$ cat src/rtl/lkr_pkg.sv
// Shared types and constants for the LRU-K frame replacer.
// Used by the channel interfaces, the controller, the datapath and the top level.
`default_nettype none

package lkr_pkg;

  localparam int FRAME_CNT_DEF = 64;

  localparam int KIND_W   = 2;
  localparam int FRAME_W  = 6;
  localparam int STATUS_W = 2;
  localparam int TOTAL_W  = 7;
  localparam int K_W      = 4;
  localparam int HIT_W    = 4;
  localparam int STAMP_W  = 48;

  localparam logic [K_W-1:0] K_RESET = 4'd2;

  typedef enum logic [KIND_W-1:0] {
    KIND_ACCESS = 2'd0,
    KIND_SET_EV = 2'd1,
    KIND_REMOVE = 2'd2,
    KIND_EVICT  = 2'd3
  } kind_t;

  typedef enum logic [STATUS_W-1:0] {
    ST_OK        = 2'd0,
    ST_NO_VICTIM = 2'd1,
    ST_RANGE     = 2'd2,
    ST_NOT_EVICT = 2'd3
  } status_t;

  // One frame table entry
  typedef struct packed {
    logic               tracked;
    logic               may_evict;
    logic [HIT_W-1:0]   hits;
    logic [STAMP_W-1:0] stamp;
  } entry_t;

  // Controller -> datapath
  typedef struct packed {
    logic latch_req;
    logic clear_wr;
    logic rd_frame;
    logic rd_scan;
    logic do_update;
    logic do_evict;
    logic load_rsp;
  } lkr_cmd_t;

  // Datapath -> controller
  typedef struct packed {
    logic cnt_last;
    logic req_oor;
    logic req_evict;
  } lkr_sts_t;

endpackage

`default_nettype wire

$ cat src/rtl/lkr_if.sv
// Valid/ready channel interfaces: request, response and configuration write.
// Depends on lkr_pkg for field widths.
`default_nettype none

interface lkr_req_if;
  logic                         valid;
  logic                         ready;
  logic [lkr_pkg::KIND_W-1:0]   kind;
  logic [lkr_pkg::FRAME_W-1:0]  frame;
  logic                         evictable;

  modport source(output valid, kind, frame, evictable, input ready);
  modport sink(input valid, kind, frame, evictable, output ready);
endinterface

interface lkr_rsp_if;
  logic                         valid;
  logic                         ready;
  logic [lkr_pkg::STATUS_W-1:0] status;
  logic [lkr_pkg::FRAME_W-1:0]  victim_frame;
  logic [lkr_pkg::TOTAL_W-1:0]  evictable_total;

  modport source(output valid, status, victim_frame, evictable_total, input ready);
  modport sink(input valid, status, victim_frame, evictable_total, output ready);
endinterface

interface lkr_cfg_if;
  logic                         valid;
  logic                         ready;
  logic [lkr_pkg::K_W-1:0]      data;

  modport source(output valid, data, input ready);
  modport sink(input valid, data, output ready);
endinterface

`default_nettype wire

$ cat src/rtl/lkr_ctrl.sv
// Sequencing state machine for the LRU-K frame replacer.
// Depends on lkr_pkg; drives commands to lkr_dpath and owns the request and response handshakes.
`default_nettype none

module lkr_ctrl (
  input  wire logic              clk,
  input  wire logic              rst,
  input  wire logic              req_valid,
  output logic                   req_ready,
  input  wire logic              rsp_ready,
  output logic                   rsp_valid,
  output lkr_pkg::lkr_cmd_t      cmd,
  input  wire lkr_pkg::lkr_sts_t sts
);
  import lkr_pkg::*;

  typedef enum logic [2:0] {
    S_CLEAR,
    S_IDLE,
    S_READ,
    S_UPDATE,
    S_SCAN,
    S_TAIL,
    S_EVICT,
    S_RESP
  } state_t;

  state_t state, state_next;
  logic   rsp_valid_next;

  assign req_ready = (state == S_IDLE);

  always_comb begin
    cmd        = '0;
    state_next = state;
    case (state)
      S_CLEAR: begin
        cmd.clear_wr = 1'b1;
        if (sts.cnt_last) begin
          state_next = S_IDLE;
        end
      end
      S_IDLE: begin
        if (req_valid) begin
          cmd.latch_req = 1'b1;
          if (sts.req_evict) begin
            state_next = S_SCAN;
          end else if (sts.req_oor) begin
            state_next = S_RESP;
          end else begin
            state_next = S_READ;
          end
        end
      end
      S_READ: begin
        cmd.rd_frame = 1'b1;
        state_next   = S_UPDATE;
      end
      S_UPDATE: begin
        cmd.do_update = 1'b1;
        state_next    = S_RESP;
      end
      S_SCAN: begin
        cmd.rd_scan = 1'b1;
        if (sts.cnt_last) begin
          state_next = S_TAIL;
        end
      end
      // last scan read lands in the datapath here
      S_TAIL: begin
        state_next = S_EVICT;
      end
      S_EVICT: begin
        cmd.do_evict = 1'b1;
        state_next   = S_RESP;
      end
      S_RESP: begin
        if (!rsp_valid || rsp_ready) begin
          cmd.load_rsp = 1'b1;
          state_next   = S_IDLE;
        end
      end
      default: begin
        state_next = S_IDLE;
      end
    endcase
  end

  always_comb begin
    rsp_valid_next = rsp_valid;
    if (cmd.load_rsp) begin
      rsp_valid_next = 1'b1;
    end else if (rsp_ready) begin
      rsp_valid_next = 1'b0;
    end
  end

  always_ff @(posedge clk) begin
    if (rst) begin
      state     <= S_CLEAR;
      rsp_valid <= 1'b0;
    end else begin
      state     <= state_next;
      rsp_valid <= rsp_valid_next;
    end
  end

endmodule

`default_nettype wire

$ cat src/rtl/lkr_dpath.sv
// Datapath of the LRU-K frame replacer: frame table memory, stamp counter,
// evictable count, victim scan and response registers. Depends on lkr_pkg.
`default_nettype none

module lkr_dpath #(
  parameter int FRAME_CNT = lkr_pkg::FRAME_CNT_DEF
) (
  input  wire logic                           clk,
  input  wire logic                           rst,
  input  wire lkr_pkg::lkr_cmd_t              cmd,
  output lkr_pkg::lkr_sts_t                   sts,
  input  wire logic [lkr_pkg::KIND_W-1:0]     req_kind,
  input  wire logic [lkr_pkg::FRAME_W-1:0]    req_frame,
  input  wire logic                           req_evictable,
  input  wire logic                           cfg_valid,
  output logic                                cfg_ready,
  input  wire logic [lkr_pkg::K_W-1:0]        cfg_data,
  output logic [lkr_pkg::STATUS_W-1:0]        rsp_status,
  output logic [lkr_pkg::FRAME_W-1:0]         rsp_victim_frame,
  output logic [lkr_pkg::TOTAL_W-1:0]         rsp_evictable_total
);
  import lkr_pkg::*;

  localparam int IDX_W = $clog2(FRAME_CNT);
  localparam int CNT_W = $clog2(FRAME_CNT + 1);
  localparam int CMP_W = 12;

  // frame table
  entry_t mem [FRAME_CNT];
  entry_t rd_data;
  logic               rd_en;
  logic [IDX_W-1:0]   rd_addr;
  logic               wr_en;
  logic [IDX_W-1:0]   wr_addr;
  entry_t             wr_data;

  logic [K_W-1:0]     k_value;
  logic [K_W-1:0]     eff_k;
  kind_t              op_kind;
  logic [IDX_W-1:0]   op_idx;
  logic               op_ev;
  logic [STAMP_W-1:0] stamp_counter;
  logic [CNT_W-1:0]   ev_count;
  logic [IDX_W-1:0]   cnt;
  logic               scan_vld;
  logic [IDX_W-1:0]   scan_idx;

  logic               hist_vld, lru_vld;
  logic [IDX_W-1:0]   hist_idx, lru_idx;
  logic [STAMP_W-1:0] hist_stamp, lru_stamp;

  status_t            pend_status;
  logic [FRAME_W-1:0] pend_victim;

  // update results
  entry_t             upd_entry;
  logic               upd_wr;
  status_t            upd_status;
  logic               upd_inc, upd_dec, upd_tick;
  logic [HIT_W-1:0]   hits_new;

  // scan/evict
  logic               scan_lru, scan_take;
  logic               best_vld;
  logic [STAMP_W-1:0] best_stamp;
  logic               victim_ok;
  logic [IDX_W-1:0]   victim_idx;

  assign cfg_ready = 1'b1;
  assign eff_k     = (k_value == '0) ? K_W'(1) : k_value;

  assign sts.req_evict = (kind_t'(req_kind) == KIND_EVICT);
  assign sts.req_oor   = !sts.req_evict && (CMP_W'(req_frame) >= CMP_W'(FRAME_CNT));
  assign sts.cnt_last  = (cnt == IDX_W'(FRAME_CNT - 1));

  // Per-operation entry update on the entry read for op_idx
  always_comb begin
    upd_entry  = rd_data;
    upd_wr     = 1'b0;
    upd_status = ST_OK;
    upd_inc    = 1'b0;
    upd_dec    = 1'b0;
    upd_tick   = 1'b0;
    hits_new   = rd_data.hits;
    case (op_kind)
      KIND_ACCESS: begin
        upd_wr   = 1'b1;
        upd_tick = 1'b1;
        if (!rd_data.tracked) begin
          hits_new = HIT_W'(1);
        end else if (rd_data.hits < eff_k) begin
          hits_new = rd_data.hits + HIT_W'(1);
        end
        upd_entry.tracked   = 1'b1;
        upd_entry.may_evict = rd_data.tracked && rd_data.may_evict;
        upd_entry.hits      = hits_new;
        // stamp on first access, on reaching k, and on every access past k
        if (!rd_data.tracked || rd_data.hits >= eff_k || hits_new == HIT_W'(1) ||
            hits_new == eff_k) begin
          upd_entry.stamp = stamp_counter;
        end
      end
      KIND_SET_EV: begin
        if (rd_data.tracked) begin
          upd_wr              = 1'b1;
          upd_entry.may_evict = op_ev;
          upd_inc             = op_ev && !rd_data.may_evict;
          upd_dec             = !op_ev && rd_data.may_evict;
        end
      end
      KIND_REMOVE: begin
        if (rd_data.tracked) begin
          if (!rd_data.may_evict) begin
            upd_status = ST_NOT_EVICT;
          end else begin
            upd_wr    = 1'b1;
            upd_entry = '0;
            upd_dec   = 1'b1;
          end
        end
      end
      default: begin
        upd_wr = 1'b0;
      end
    endcase
  end

  // One scanned entry against the running best of its class; ties keep the lower frame
  always_comb begin
    scan_lru   = (rd_data.hits >= eff_k);
    best_vld   = scan_lru ? lru_vld : hist_vld;
    best_stamp = scan_lru ? lru_stamp : hist_stamp;
    scan_take  = scan_vld && rd_data.tracked && rd_data.may_evict &&
                 (!best_vld || rd_data.stamp < best_stamp);
  end

  always_comb begin
    victim_ok  = hist_vld || lru_vld;
    victim_idx = hist_vld ? hist_idx : lru_idx;
  end

  // memory ports
  always_comb begin
    rd_en   = cmd.rd_frame || cmd.rd_scan;
    rd_addr = cmd.rd_frame ? op_idx : cnt;
    wr_en   = 1'b0;
    wr_addr = cnt;
    wr_data = '0;
    if (cmd.clear_wr) begin
      wr_en = 1'b1;
    end else if (cmd.do_update && upd_wr) begin
      wr_en   = 1'b1;
      wr_addr = op_idx;
      wr_data = upd_entry;
    end else if (cmd.do_evict && victim_ok) begin
      wr_en   = 1'b1;
      wr_addr = victim_idx;
    end
  end

  always_ff @(posedge clk) begin
    if (wr_en) begin
      mem[wr_addr] <= wr_data;
    end
    if (rd_en) begin
      rd_data <= mem[rd_addr];
    end
  end

  // control registers
  always_ff @(posedge clk) begin
    if (rst) begin
      k_value       <= K_RESET;
      stamp_counter <= '0;
      ev_count      <= '0;
      cnt           <= '0;
      scan_vld      <= 1'b0;
      hist_vld      <= 1'b0;
      lru_vld       <= 1'b0;
    end else begin
      if (cfg_valid && cfg_ready) begin
        k_value <= cfg_data;
      end
      if (cmd.do_update && upd_tick) begin
        stamp_counter <= stamp_counter + STAMP_W'(1);
      end
      if (cmd.do_update && upd_inc) begin
        ev_count <= ev_count + CNT_W'(1);
      end else if (ev_count != '0 &&
                   ((cmd.do_update && upd_dec) || (cmd.do_evict && victim_ok))) begin
        ev_count <= ev_count - CNT_W'(1);
      end
      if (cmd.clear_wr || cmd.rd_scan) begin
        cnt <= sts.cnt_last ? '0 : cnt + IDX_W'(1);
      end
      scan_vld <= cmd.rd_scan;
      if (cmd.latch_req) begin
        hist_vld <= 1'b0;
        lru_vld  <= 1'b0;
      end else if (scan_take) begin
        if (scan_lru) begin
          lru_vld <= 1'b1;
        end else begin
          hist_vld <= 1'b1;
        end
      end
    end
  end

  // payload registers
  always_ff @(posedge clk) begin
    if (cmd.rd_scan) begin
      scan_idx <= cnt;
    end
    if (scan_take) begin
      if (scan_lru) begin
        lru_idx   <= scan_idx;
        lru_stamp <= rd_data.stamp;
      end else begin
        hist_idx   <= scan_idx;
        hist_stamp <= rd_data.stamp;
      end
    end
    if (cmd.latch_req) begin
      op_kind     <= kind_t'(req_kind);
      op_idx      <= IDX_W'(req_frame);
      op_ev       <= req_evictable;
      pend_status <= sts.req_oor ? ST_RANGE : ST_OK;
      pend_victim <= '0;
    end else if (cmd.do_update) begin
      pend_status <= upd_status;
    end else if (cmd.do_evict) begin
      pend_status <= victim_ok ? ST_OK : ST_NO_VICTIM;
      pend_victim <= victim_ok ? FRAME_W'(victim_idx) : '0;
    end
    if (cmd.load_rsp) begin
      rsp_status          <= pend_status;
      rsp_victim_frame    <= pend_victim;
      rsp_evictable_total <= TOTAL_W'(ev_count);
    end
  end

endmodule

`default_nettype wire

$ cat src/rtl/lru_k_frame_replacer.sv
// Top level of the LRU-K frame replacer: controller plus datapath.
// Depends on lkr_pkg, lkr_if, lkr_ctrl and lkr_dpath.
`default_nettype none

// Tracks FRAME_CNT buffer frames in a one-port-read, one-port-write table
// memory and answers one request at a time with one response. After reset
// the table is cleared one entry per cycle, during which no request is
// taken (k_value writes are accepted at any time). Record access, set
// evictability and remove go from acceptance through read and update to
// the response load; a frame out of range goes straight to the load.
// Evict walks the whole table, one entry per cycle through the memory read
// port, then decides the victim and loads the response.
// A new request is taken as soon as the previous response is loaded into
// the output register, even while that response is still waiting.
module lru_k_frame_replacer #(
  parameter int FRAME_CNT = lkr_pkg::FRAME_CNT_DEF
) (
  input  wire logic clk,
  input  wire logic rst,
  lkr_req_if.sink   req,
  lkr_rsp_if.source rsp,
  lkr_cfg_if.sink   cfg
);
  import lkr_pkg::*;

  lkr_cmd_t ctl_cmd;
  lkr_sts_t dp_sts;

  lkr_ctrl u_ctrl (
    .clk       (clk),
    .rst       (rst),
    .req_valid (req.valid),
    .req_ready (req.ready),
    .rsp_ready (rsp.ready),
    .rsp_valid (rsp.valid),
    .cmd       (ctl_cmd),
    .sts       (dp_sts)
  );

  lkr_dpath #(
    .FRAME_CNT (FRAME_CNT)
  ) u_dpath (
    .clk                 (clk),
    .rst                 (rst),
    .cmd                 (ctl_cmd),
    .sts                 (dp_sts),
    .req_kind            (req.kind),
    .req_frame           (req.frame),
    .req_evictable       (req.evictable),
    .cfg_valid           (cfg.valid),
    .cfg_ready           (cfg.ready),
    .cfg_data            (cfg.data),
    .rsp_status          (rsp.status),
    .rsp_victim_frame    (rsp.victim_frame),
    .rsp_evictable_total (rsp.evictable_total)
  );

`ifndef ASSERT_OFF
  // a waiting response is never overwritten
  a_rsp_no_overwrite: assert property (@(posedge clk) disable iff (rst)
    ctl_cmd.load_rsp |-> (!rsp.valid || rsp.ready))
    else $error("response loaded over a pending one");

  // table writes only happen while no request can be taken
  a_wr_busy: assert property (@(posedge clk) disable iff (rst)
    (ctl_cmd.clear_wr || ctl_cmd.do_update || ctl_cmd.do_evict) |-> !req.ready)
    else $error("table write while accepting a request");

  // victim decision follows the end of a full scan
  a_evict_after_scan: assert property (@(posedge clk) disable iff (rst)
    ctl_cmd.do_evict |-> ($past(ctl_cmd.rd_scan, 2) && !$past(ctl_cmd.rd_scan, 1)))
    else $error("evict without a completed scan");
`endif

endmodule

`default_nettype wire
$ cat src/flat_wrapper.sv
// flat-port wrapper written by rule: the top's interface ports become plain ports
module lru_k_frame_replacer_flat import lkr_pkg::*;
#(
  parameter int FRAME_CNT = lkr_pkg::FRAME_CNT_DEF
)
  (clk, rst, req_valid, req_kind, req_frame, req_evictable, req_ready, rsp_valid, rsp_status, rsp_victim_frame, rsp_evictable_total, rsp_ready, cfg_valid, cfg_data, cfg_ready);
  lkr_req_if req_i ();
  lkr_rsp_if rsp_i ();
  lkr_cfg_if cfg_i ();
  input  wire logic clk;
  input  wire logic rst;
  input wire logic [$bits(req_i.valid)-1:0] req_valid;
  input wire logic [$bits(req_i.kind)-1:0] req_kind;
  input wire logic [$bits(req_i.frame)-1:0] req_frame;
  input wire logic [$bits(req_i.evictable)-1:0] req_evictable;
  output wire logic [$bits(req_i.ready)-1:0] req_ready;
  output wire logic [$bits(rsp_i.valid)-1:0] rsp_valid;
  output wire logic [$bits(rsp_i.status)-1:0] rsp_status;
  output wire logic [$bits(rsp_i.victim_frame)-1:0] rsp_victim_frame;
  output wire logic [$bits(rsp_i.evictable_total)-1:0] rsp_evictable_total;
  input wire logic [$bits(rsp_i.ready)-1:0] rsp_ready;
  input wire logic [$bits(cfg_i.valid)-1:0] cfg_valid;
  input wire logic [$bits(cfg_i.data)-1:0] cfg_data;
  output wire logic [$bits(cfg_i.ready)-1:0] cfg_ready;
  assign req_i.valid = req_valid;
  assign req_i.kind = req_kind;
  assign req_i.frame = req_frame;
  assign req_i.evictable = req_evictable;
  assign req_ready = req_i.ready;
  assign rsp_valid = rsp_i.valid;
  assign rsp_status = rsp_i.status;
  assign rsp_victim_frame = rsp_i.victim_frame;
  assign rsp_evictable_total = rsp_i.evictable_total;
  assign rsp_i.ready = rsp_ready;
  assign cfg_i.valid = cfg_valid;
  assign cfg_i.data = cfg_data;
  assign cfg_ready = cfg_i.ready;
  lru_k_frame_replacer #(.FRAME_CNT(FRAME_CNT)) u_core (.clk(clk), .rst(rst), .req(req_i), .rsp(rsp_i), .cfg(cfg_i));
endmodule
$ cat config.mk
export PLATFORM = sky130hd
export DESIGN_NAME = lru_k_frame_replacer_flat
export DESIGN_NICKNAME = d
export VERILOG_FILES = /design/src/rtl/lkr_pkg.sv /design/src/rtl/lkr_if.sv /design/src/rtl/lkr_ctrl.sv /design/src/rtl/lkr_dpath.sv /design/src/rtl/lru_k_frame_replacer.sv /design/src/flat_wrapper.sv
export SDC_FILE = /design/constraint.sdc
export NUM_CORES = 2
export LEC_CHECK = 0
export BUFFER_PORTS_ARGS = -buffer_cell sky130_fd_sc_hd__buf_4
export CORE_MARGIN = 1.5
export CORE_UTILIZATION = 41
export CTS_CLUSTER_DIAMETER = 40
export CTS_CLUSTER_SIZE = 12
export DETAILED_ROUTE_END_ITERATION = 10
export HOLD_SLACK_MARGIN = 0.08
export MAX_ROUTING_LAYER = met4
export PLACE_DENSITY_LB_ADDON = 0.25
export SLEW_MARGIN = 20
export SYNTH_ARGS = -nofsm -noshare
export SYNTH_HDL_FRONTEND = slang
export SYNTH_SLANG_ARGS = --single-unit
$ cat constraint.sdc
create_clock -name clk -period 14.1 [get_ports clk]
set_input_delay 0 -clock clk [delete_from_list [all_inputs] [get_ports clk]]
set_output_delay 0 -clock clk [all_outputs]
set_load 0.05 [all_outputs]
==> results.cfg <==
[status]
status = finished clean

[yosys]
netlist.area_leader.share_pct = 74.4
synth-main-ff-cell = edfxtp_1
synthAdderAreaFrac_pct = 0.549
yosys_warnings = 0
syn_nets = 11173
syn_area_per_cell_um2 = 13.3
yosysTopAreaCell = edfxtp_1
ys_seq_area_share_pct = 75.4
yosys.area_share.simple_pct = 15.9
synthXorXnorAreaFrac_pct = 0.315
synth_top_family_by_area = simple AND/OR/NAND/NOR gates
async_flop_share_pct = 0
ys_top_cells_by_area = edfxtp_1, nand2_1, nand3_1
synthCells = 11091
synth_cell_types = 79
synth.cell_area_um2 = 147000
synth_enable_flop_cells = 3648
ys_ff_latch = 3728
synth_mux_area_share_pct = 0.913
synth_compound_area_share_pct = 4.71

[power_and_ir_drop]
p_switching_mw = 5.97
p_seq_share_pct = 47.0
power_density_nw_per_um2 = 151
leakagePower_nw = 56.5
pwr-share-comb_pct = 6.4
irDropWorstVdd_v = 0.000108
total_power_mw = 25.7
p_int_mw = 19.8
power.clock.fraction_pct = 46.7
swShare_pct = 23.2

[clocking]
clockBufferDepth = 4
cts_hold_buf = 42
cts_tree = built
htree_levels = 5
numCtsBuffers = 459
cts_resized = 0
cts-root-buf = clkbuf_16
post-cts-setup-buffers = 0
cts_sinks = 3728
insertion_delay_ns = 1.03
clk_pin_slew_worst_paths_ns = 0.05

[floorplanning]
die_h_um = 602
initial_core_util_pct = 41.3
core_um2 = 357000
io_pins = 36
fp-row-count = 219
dieArea_um2 = 363000
die_w_um = 602

[global_routing]
grt_pass1_wl_um = 703000
grt_pass1_vias = 91989
track_usage_pct = 28.0
antenna_found_initial = 34
grt.overflow.total = 0
grt_max_degree = 180

[setup_path]
cp_max_fo = 45
critPathCaptureType = flip-flop
arrival_ns = 7.55
cp-start-kind = flip-flop
required_ns = 14.70
crit_type = flip-flop to flip-flop

[timing]
rsz0062_at_grt = no
tightest_slew_ns = 1.31
period_minus_slack_ns = 6.94
period_share_pct = 49.2
max_freq_mhz = 144
relSlewSlack_pct = 12.6
report.final.slew_viol_count = 0
finalSetupViolations = 0
finalClockSkew_ns = 0.0774
timing.setup.tns_ns = 0
hold_violations = 0

[cells_and_area]
nets = 11307
areaGrowthSynthToFinish_pct = 15.4
final_cell_mix = edfxtp_1, nand2_1, nand3_1
drive_gt1_share_pct = 10.6
final_common_cell = edfxtp_1

[detailed_routing]
first_pass_iters = 6
first_iter_violations = 15606
wl_per_cell_um = 31.0
drtAntennaViolNets = 0
drt-total-wl_um = 506000
vias_per_cell = 6.01
drc = 0
num_vias = 98342

[placed_design]
dp_hpwl_um = 258000
gp_congestion = 0.883
io_buffers = 34

[worst_hold_path]
hp-class = input pin to flip-flop

[run]
max_cap_viol_count = 0
==> layer usage <==
metal | global-route usage (%) | wire length, µm | up-vias
met5 | - | 0 | -
met4 | 11.0 | 22700 | 0
met3 | 5.07 | 56800 | 1113
met2 | 42.9 | 232000 | 6196
met1 | 37.2 | 195000 | 49774
li1 | - | - | 41259
==> stage by stage <==
stage	area, µm²	setup slack, ns	util, %	hold WS, ns	std cells
2_1_floorplan	147000	5.59	-	0.0989	11091
3_3_place_gp	154000	7.21	43.0	0.183	15464
3_5_place_dp	154000	7.32	43.1	0.182	15468
4_1_cts	170000	7.24	47.6	0.138	16346
5_1_grt	170000	6.88	47.7	0.220	16356
6_report	170000	7.16	47.7	0.174	16362
==> sequential cells by signal (all words and copies together) (netlist names) <==
register and cells:
u_core.u_dpath.mem 3456, u_core.u_dpath.rd_data 54, u_core.u_dpath.hist_stamp 48, u_core.u_dpath.lru_stamp 48, u_core.u_dpath.stamp_counter 48, u_core.u_dpath.ev_count 7, u_core.u_dpath.rsp_evictable_total 7, u_core.u_dpath.cnt 6
u_core.u_dpath.hist_idx 6, u_core.u_dpath.lru_idx 6, u_core.u_dpath.op_idx 6, u_core.u_dpath.pend_victim 6, u_core.u_dpath.rsp_victim_frame 6, u_core.u_dpath.scan_idx 6, u_core.u_dpath.k_value 4, u_core.u_ctrl.state 3
u_core.u_dpath.op_kind 2, u_core.u_dpath.pend_status 2, u_core.u_dpath.rsp_status 2, u_core.u_ctrl.rsp_valid 1, u_core.u_dpath.hist_vld 1, u_core.u_dpath.lru_vld 1, u_core.u_dpath.op_ev 1, u_core.u_dpath.scan_vld 1
==> kinds of logic after synthesis <==
logic type / count (synthesis)
other: 1
xor gates and xnor gates: 53
buffers and inverters: 709
adders and majority gates: 64
AOI/OAI and AO/OA: 980
muxes: 128
and+or+nand+nor: 5428
DFF: 3728
==> Yosys cell counts, types with 12 or more instances <==
cell type and count:
a21oi_1 164, edfxtp_1 3648, xor2_1 37, a32oi_1 111, mux2i_1 114, nand3_1 1215
buf_4 37, a21o_1 22, o21ai_0 23, and4_1 19, nand2_1 3432, nand2b_1 12
nand4_1 120, buf_1 59, o211ai_1 35, buf_2 303, or2_1 14, inv_1 21
clkbuf_1 280, a31oi_1 346, o2111ai_1 53, nor2_1 216, xnor2_1 16, ha_1 63
nor3_1 34, or3_1 17, a311oi_1 95, a22o_1 48, and3_1 297, a2111oi_0 18
dfxtp_1 80
==> path summary, 6_finish.rpt <==
| path | slack (ns) | cells after the start | end | startpoint |
|---|---|---|---|---|
| setup / recovery | 7.16 | 17 | u_core.u_dpath.lru_stamp[12] | u_core.u_dpath.k_value[2] |
| hold / removal | 0.17 | 3 | u_core.u_dpath.cnt[2] | rst |
| setup reg to reg | 7.16 | 17 | u_core.u_dpath.lru_stamp[12] | u_core.u_dpath.k_value[2] |
| hold reg to reg | 0.46 | 0 | u_core.u_dpath.rsp_status[0] | u_core.u_dpath.pend_status[0] |
==> critical path, cell delays in order (launching register included) <==
cell and delay, ns:
dfxtp_1 0.37, inv_1 0.08, a31o_2 0.27, ha_1 0.28, o21ai_0 0.14, a311oi_4 0.70, buf_4 0.76, mux2i_1 0.27
ha_1 0.27, and3_1 0.23, a221o_1 0.36, a31oi_1 0.18, o221ai_1 0.18, a211oi_1 0.29, o211ai_1 0.20, a311o_1 0.46
a21oi_4 0.87, buf_4 0.53
==> power groups by stage <==
stage          combinational (mW)  clock, mW  sequential [mW]
4_1_cts                      1.62       12.1             12.1
5_1_grt                      1.78       12.5             12.1
3_3_place_gp                 1.57          0             12.3
6_report                     1.64       12.0             12.1
2_1_floorplan                1.13          0             12.3
3_5_place_dp                 1.60          0             12.3
==> cell type report <==
type / instances / area (µm²)
tap: 4751 / 5940
multi-input combinational: 6654 / 34100
sequential: 3728 / 111000
fill: 30579 / 187000
timing repair buffer: 360 / 3150
clock inverter: 322 / 3800
inverter: 22 / 82.6
antenna: 11 / 27.5
clock buffer: 514 / 11800
Power figures use the tool's default switching activity.
